--- config.mk ---
export PLATFORM = sky130hd
export DESIGN_NAME = shpt_ctrl
export DESIGN_NICKNAME = d
export VERILOG_FILES = /design/src/sv/shpt_pkg.sv /design/src/sv/shpt_ctrl.sv
export SDC_FILE = /design/constraint.sdc
export NUM_CORES = 1
export LEC_CHECK = 0
export BUFFER_PORTS_ARGS = -buffer_cell sky130_fd_sc_hd__clkbuf_2
export CORE_AREA = 5 5 42 44
export CTS_CLUSTER_SIZE = 10
export DETAILED_ROUTE_END_ITERATION = 7
export DIE_AREA = 0 0 47 49
export PLACE_DENSITY = 0.45
export SLEW_MARGIN = 40
export SYNTH_ARGS = -nofsm -noshare
export SYNTH_HDL_FRONTEND = slang
export SYNTH_SLANG_ARGS = --single-unit
--- constraint.sdc ---
create_clock -name clk_i -period 2.4 [get_ports clk_i]
set_input_delay 0.48 -clock clk_i [delete_from_list [all_inputs] [get_ports clk_i]]
set_output_delay 0.48 -clock clk_i [all_outputs]
set_load 0.01 [all_outputs]
--- src/sv/shpt_pkg.sv ---
`timescale 1ns / 1ps
// ----------------------------------------------------------------------------
// shpt_pkg
// Shared types, codes and the crypt-word table for the string hash probe table.
// ----------------------------------------------------------------------------
package shpt_pkg;

  localparam int unsigned CryptWords = 1280;

  typedef enum logic [1:0] {
    ST_INSERTED  = 2'd0,
    ST_FULL      = 2'd1,
    ST_FOUND     = 2'd2,
    ST_NOT_FOUND = 2'd3
  } status_e;

  typedef enum logic {
    CMD_INSERT = 1'b0,
    CMD_LOOKUP = 1'b1
  } cmd_e;

  typedef enum logic [2:0] {
    S_CLEAR,
    S_IDLE,
    S_DIV,
    S_READ,
    S_CHECK,
    S_DONE
  } state_e;

  // Controller to datapath.
  typedef struct packed {
    logic clear_step;
    logic hash_step;
    logic div_start;
    logic probe_init;
    logic probe_next;
    logic write_slot;
    logic emit;
  } ctl_t;

  // Datapath to controller.
  typedef struct packed {
    logic clear_done;
    logic div_done;
    logic slot_valid;
    logic check_match;
    logic lap_done;
  } sts_t;

  localparam logic [31:0] SeedOne  = 32'h7FED7FED;
  localparam logic [31:0] SeedTwo  = 32'hEEEEEEEE;
  localparam logic [31:0] RomSeed0 = 32'h00100001;

  function automatic logic [31:0] seed_next(input logic [31:0] s);
    logic [63:0] p;
    begin
      p = 64'(s) * 64'd125 + 64'd3;
      seed_next = 32'(p % 64'h2AAAAB);
    end
  endfunction

  // Crypt word for a chain type and byte, elaborated into a constant table.
  function automatic logic [31:0] crypt_word(input int unsigned idx);
    logic [31:0] seed;
    logic [31:0] hi;
    logic [31:0] w;
    int unsigned col;
    int unsigned row;
    begin
      seed = RomSeed0;
      w = '0;
      for (col = 0; col < 256; col++) begin
        for (row = 0; row < 5; row++) begin
          seed = seed_next(seed);
          hi = (seed & 32'hFFFF) << 16;
          seed = seed_next(seed);
          if (col + row * 256 == idx) begin
            w = hi | (seed & 32'hFFFF);
          end
        end
      end
      crypt_word = w;
    end
  endfunction

endpackage

--- src/sv/shpt_ctrl.sv ---
`timescale 1ns / 1ps
// ----------------------------------------------------------------------------
// shpt_ctrl
// Sequencer for the clearing pass, hashing, start-slot division and the probe walk.
// ----------------------------------------------------------------------------
module shpt_ctrl (
  input  logic           clk_i,
  input  logic           rst_ni,
  input  logic           start_i,
  input  logic           last_char_i,
  input  logic           cmd_i,
  input  shpt_pkg::sts_t sts_i,
  output shpt_pkg::ctl_t ctl_o,
  output logic           busy_o
);

  shpt_pkg::state_e state_q, state_d;
  logic             cmd_q;

  always_ff @(posedge clk_i or negedge rst_ni) begin
    if (!rst_ni) begin
      state_q <= shpt_pkg::S_CLEAR;
      cmd_q   <= shpt_pkg::CMD_INSERT;
    end else begin
      state_q <= state_d;
      if (state_q == shpt_pkg::S_IDLE && start_i) cmd_q <= cmd_i;
    end
  end

  logic stop;
  always_comb begin
    if (cmd_q == shpt_pkg::CMD_INSERT) stop = !sts_i.slot_valid || sts_i.lap_done;
    else stop = !sts_i.slot_valid || sts_i.check_match || sts_i.lap_done;
  end

  always_comb begin
    state_d = state_q;
    unique case (state_q)
      shpt_pkg::S_CLEAR: if (sts_i.clear_done) state_d = shpt_pkg::S_IDLE;
      shpt_pkg::S_IDLE:  if (start_i && last_char_i) state_d = shpt_pkg::S_DIV;
      shpt_pkg::S_DIV:   if (sts_i.div_done) state_d = shpt_pkg::S_READ;
      shpt_pkg::S_READ:  state_d = shpt_pkg::S_CHECK;
      shpt_pkg::S_CHECK: state_d = stop ? shpt_pkg::S_DONE : shpt_pkg::S_READ;
      shpt_pkg::S_DONE:  state_d = shpt_pkg::S_IDLE;
      default:           state_d = shpt_pkg::S_IDLE;
    endcase
  end

  always_comb begin
    ctl_o = '0;
    busy_o = 1'b1;
    unique case (state_q)
      shpt_pkg::S_CLEAR: ctl_o.clear_step = 1'b1;
      shpt_pkg::S_IDLE: begin
        busy_o          = 1'b0;
        ctl_o.hash_step = start_i;
        ctl_o.div_start = start_i && last_char_i;
      end
      shpt_pkg::S_DIV:   ctl_o.probe_init = sts_i.div_done;
      shpt_pkg::S_READ:  ;
      shpt_pkg::S_CHECK: begin
        ctl_o.probe_next = !stop;
        ctl_o.emit       = stop;
        ctl_o.write_slot = stop && (cmd_q == shpt_pkg::CMD_INSERT) && !sts_i.slot_valid;
      end
      shpt_pkg::S_DONE:  ;
      default:           ;
    endcase
  end

`ifndef SYNTHESIS
  a_emit_once: assert property (@(posedge clk_i) disable iff (!rst_ni)
    ctl_o.emit |=> state_q == shpt_pkg::S_DONE)
    else $error("emit not followed by done");
  a_busy_idle: assert property (@(posedge clk_i) disable iff (!rst_ni)
    busy_o == (state_q != shpt_pkg::S_IDLE))
    else $error("busy mismatch");
  a_write_insert: assert property (@(posedge clk_i) disable iff (!rst_ni)
    ctl_o.write_slot |-> ctl_o.emit && cmd_q == shpt_pkg::CMD_INSERT)
    else $error("write outside insert");
`endif

endmodule

======== Word level (Yosys, flattened, before mapping) ========
Index checks and enable logic that the tools add are counted.
W data, S select, Z words.
cells by class
  bitwise logic cells ..................... 1
  shift operators ......................... 0
  order comparisons ....................... 0
  multipliers ............................. 0
  add/subtract/negate cells ............... 0
  divide/modulo/power cells ............... 0
  multiplexer cells ....................... 11
  equal/unequal tests ..................... 7
  reduce and logical (&&, ||, !) cells .... 11
operators with widths
  cell                  number
  $mux W3               5
  $pmux W3 S5           1
  $eq A3 B2 Y1 const B  2
  $logic_and A1 B1 Y1   4
  $mux W1               4
  $ne A2 B2 Y1 const B  2
  $eq A3 B1 Y1 const B  1
  $eq A3 B3 Y1 const B  1
  $logic_not A3 Y1      1
  $logic_or A1 B1 Y1    3
  $reduce_and A3 Y1     1
  $logic_not A1 Y1      2
  $mux W2               1
  $ne A2 B1 Y1 const B  1
  $not A1 Y1            1
storage, ports and cells
  word-level logic and storage cells ...... 32
  ROM bits ................................ 0
  output and inout bits ................... 8
  bits in writable memories ............... 0
  input port bits ......................... 10
  memories kept ........................... 0
  bits in latches ......................... 0
  register bits ........................... 4

======== Longest topological paths before layout ========
  depth in word-level cells ............... 7
  mapped depth ............................ 4
  depth with buffers taken out ............ 3

======== Worst setup path before layout ========
OpenSTA, ideal clock, no wires.
  kind .................................... reg2out
  start ................................... reg state_q[1]
  end ..................................... out ctl_o[1] (netlist name)
  stages on the path, launching flop included .. 4
  required time ........................... 1.920 ns
  arrival ................................. 0.929 ns
  path slack .............................. 0.991 ns
  cell sequence ........................... dfrtp_1 nor2_1 nand2_1 nor3_1
RTL lines
  what                    RTL line         RTL
  from (decl)             shpt_ctrl.sv:17  shpt_pkg::state_e state_q, state_d;
  from (signal assigned)  shpt_ctrl.sv:22  state_q <= shpt_pkg::S_CLEAR;
  from (signal assigned)  shpt_ctrl.sv:25  state_q <= state_d;
  to (decl)               shpt_ctrl.sv:13  output shpt_pkg::ctl_t ctl_o,

==> metrics <==
Period Utilization, post-route 74.27%; antenna fix cells 0; CTS resizes 0; num ports 18; GRT Total Usage 6.719%; combinational family with the most area after synthesis simple AND/OR/NAND/NOR gates; CTS sink cnt 4; syn_nets 40; fin util 28.13%; crit path cell chain nor3b_4 > and3_2 > clkbuf_2; synthesized cell area 277.8 um^2; minimum clock period 1.782 ns; mux contribution to synthesized area 5.405%; clock buffers created by TritonCTS 3; design area 394.1 um^2; initial antenna violation count 0; CP startpoint kind flop; WL per Instance 10.35 um; sequential area share after synthesis 36.04%; slowest stage delay, CP 0.47 ns; RSZ-0062 raised after global routing false; vias in the first global route 289; Buffers on Ports 17; DIE WIDTH 47 um; prevailing post-synth register cell dfrtp_1; status finished clean; row count 14; syn_area_per_cell 9.259 um^2; CP startpoint state_q[0]; layout cells sized above 1 51.02%; Post-synth EDFFs 0; Post-CTS Setup Bufs 0; height of the chip 49 um; Hold WS 0.04541 ns; Area Growth Syn to Fin 41.89%; vias per cell 4.262; Placement Cell Area 371.6 um^2; Gate Count Post-Synth 30; worst path arrival time 1.30 ns; headroom to the max-slew limit 81.77%; R2R depth 3; Commonest cells post-synth dfrtp_1, nor2_1, o21ai_0; Synth area leaders dfrtp_1, o21ai_0, nor3b_4, mux2_4, nand3b_1; Initial Util 19.82%; GPL Wtd Cong 0.6790; Synth Register Bits 4; Worst Path Max Fanout 9; CP required 1.92 ns; Synth Area in Compound Gates 12.61%; Final nets 61; CTS tree yes; Pwr Density 1169 nW/um^2; dpl hpwl 566.7 um; Simple-Gate Fraction of Synth Area 39.19%; FMAX 561.0 MHz; Vias 277; crit path kind flop to primary output; later-pin clock latency in the skew report 0.23 ns; synthesis warning total 0; placed cells 62; max_cap viols 0; FF-to-FF setup slack 1.06 ns; reg2reg start state_q[0]; Synth Area in Adders 0%; xor/xnor share of the synthesized area 0%; die area 2303 um^2; worst min path class input port to async pin; Core Area 1401 um^2; post-synth top area share 36.04%; Iter 0 DRT Violations 1; root buf cell clkbuf_4; Setup Skew 0.001071 ns; clock-pin slew on the worst setup and hold paths 0.04 ns; grt total ovfl 0; count of different cell masters after synthesis 17; final hold vios 0; Final Setup Violations 0; FF-to-FF End cmd_q; Final Max Tran Viols 0; H-tree depth 1; TNS Setup 0 ns; worst slew pin tran 0.2735 ns; Final ANT Viol Nets 0; TritonRoute pass-1 iters 2; drt total wl 673 um; post-route insts no fill 65; Worst VDD drop 0.2834 mV; CTS max path bufs 2; Leak 0.0002077 uW; Async SR Flop Fraction 100.0%; Post-CTS Hold Fix Bufs 0; CP max stage cell dfrtp_1; leading area contributor after synthesis dfrtp_1; largest net degree at the start of global routing 10; Residual DRC 0; Critical Path End Type primary output; first-pass GRT wire length 1.076 mm
==> where the power goes <==
part	total [uW]	leakage, uW	internal, uW	switching, uW
sequential	161	0.0000494	100	61.0
combinational	218	0.000145	120	97.6
clock	82.2	0.0000138	55.9	26.3
==> sequential cells by signal (all words and copies together) (netlist names) <==
register	flops
state_q	3
cmd_q	1
==> worst max-delay path by stage <==
stage / to / slack [ns]
global route: ctl_o[4] / 0.50
detailed placement: ctl_o[4] / 0.85
CTS: ctl_o[4] / 0.59
global placement: ctl_o[4] / 0.84
finish: ctl_o[4] / 0.62
floorplan: ctl_o[1] / 0.99
==> layout make-up <==
class,count,area (um^2)
Fill cell,166,1007
Clock buffer,3,22.52
Inverter,2,7.507
Sequential cell,4,100.1
Tap cell,16,20.02
Timing Repair Buffer,17,85.08
Multi-Input combinational cell,23,158.9
==> placed cells by master, fill, tap and decap left out <==
| cell type | synthesis | layout |
|---|---|---|
| o21ai_0 | 4 | 4 |
| nand2_1 | 2 | 2 |
| and2_4 | 1 | 1 |
| dfrtp_1 | 4 | 4 |
| and4bb_2 | 1 | 1 |
| clkbuf_4 | 0 | 3 |
| nor2_1 | 4 | 4 |
| a32oi_1 | 1 | 1 |
| nor3b_4 | 1 | 1 |
| inv_1 | 2 | 2 |
| nor3_1 | 2 | 2 |
| a31oi_1 | 1 | 1 |
| clkbuf_2 | 0 | 17 |
| nand3b_1 | 2 | 2 |
| and3b_1 | 1 | 1 |
| and3_2 | 1 | 1 |
| mux2_4 | 1 | 1 |
| nand3_1 | 1 | 1 |
==> worst max-delay path: cells and delay by family (launching register included) <==
family                 cells  cell delay (ns)
and+or+nand+nor            2             0.48
DFF                        1             0.47
buffers and inverters      1             0.12
==> metrics by stage <==
| stage | setup slack (ns) | total power [uW] |
|---|---|---|
| after floorplan | 0.9907 | 319.6 |
| after global placement | 0.8416 | 383.7 |
| final | 0.6176 | 460.8 |
| after CTS | 0.5880 | 469.9 |
| after detailed placement | 0.8482 | 384.3 |
| after global routing | 0.5036 | 502.9 |
==> cell families after synthesis <==
logic type | Yosys count
multiplexers | 1
buffers and inverters | 3
AND/OR/NAND/NOR | 16
AO/OA/AOI/OAI | 6
flip-flops | 4
==> per-layer routing <==
layer  up-vias  part of all wire [%]  GRT usage [%]
met1       119                    39          7.127
met5         -                     0              0
li1        147                     -              -
met4         0                   2.8          8.295
met3         2                   5.6          1.476
met2         9                    52          9.276
(Power assumes the default switching activity.)
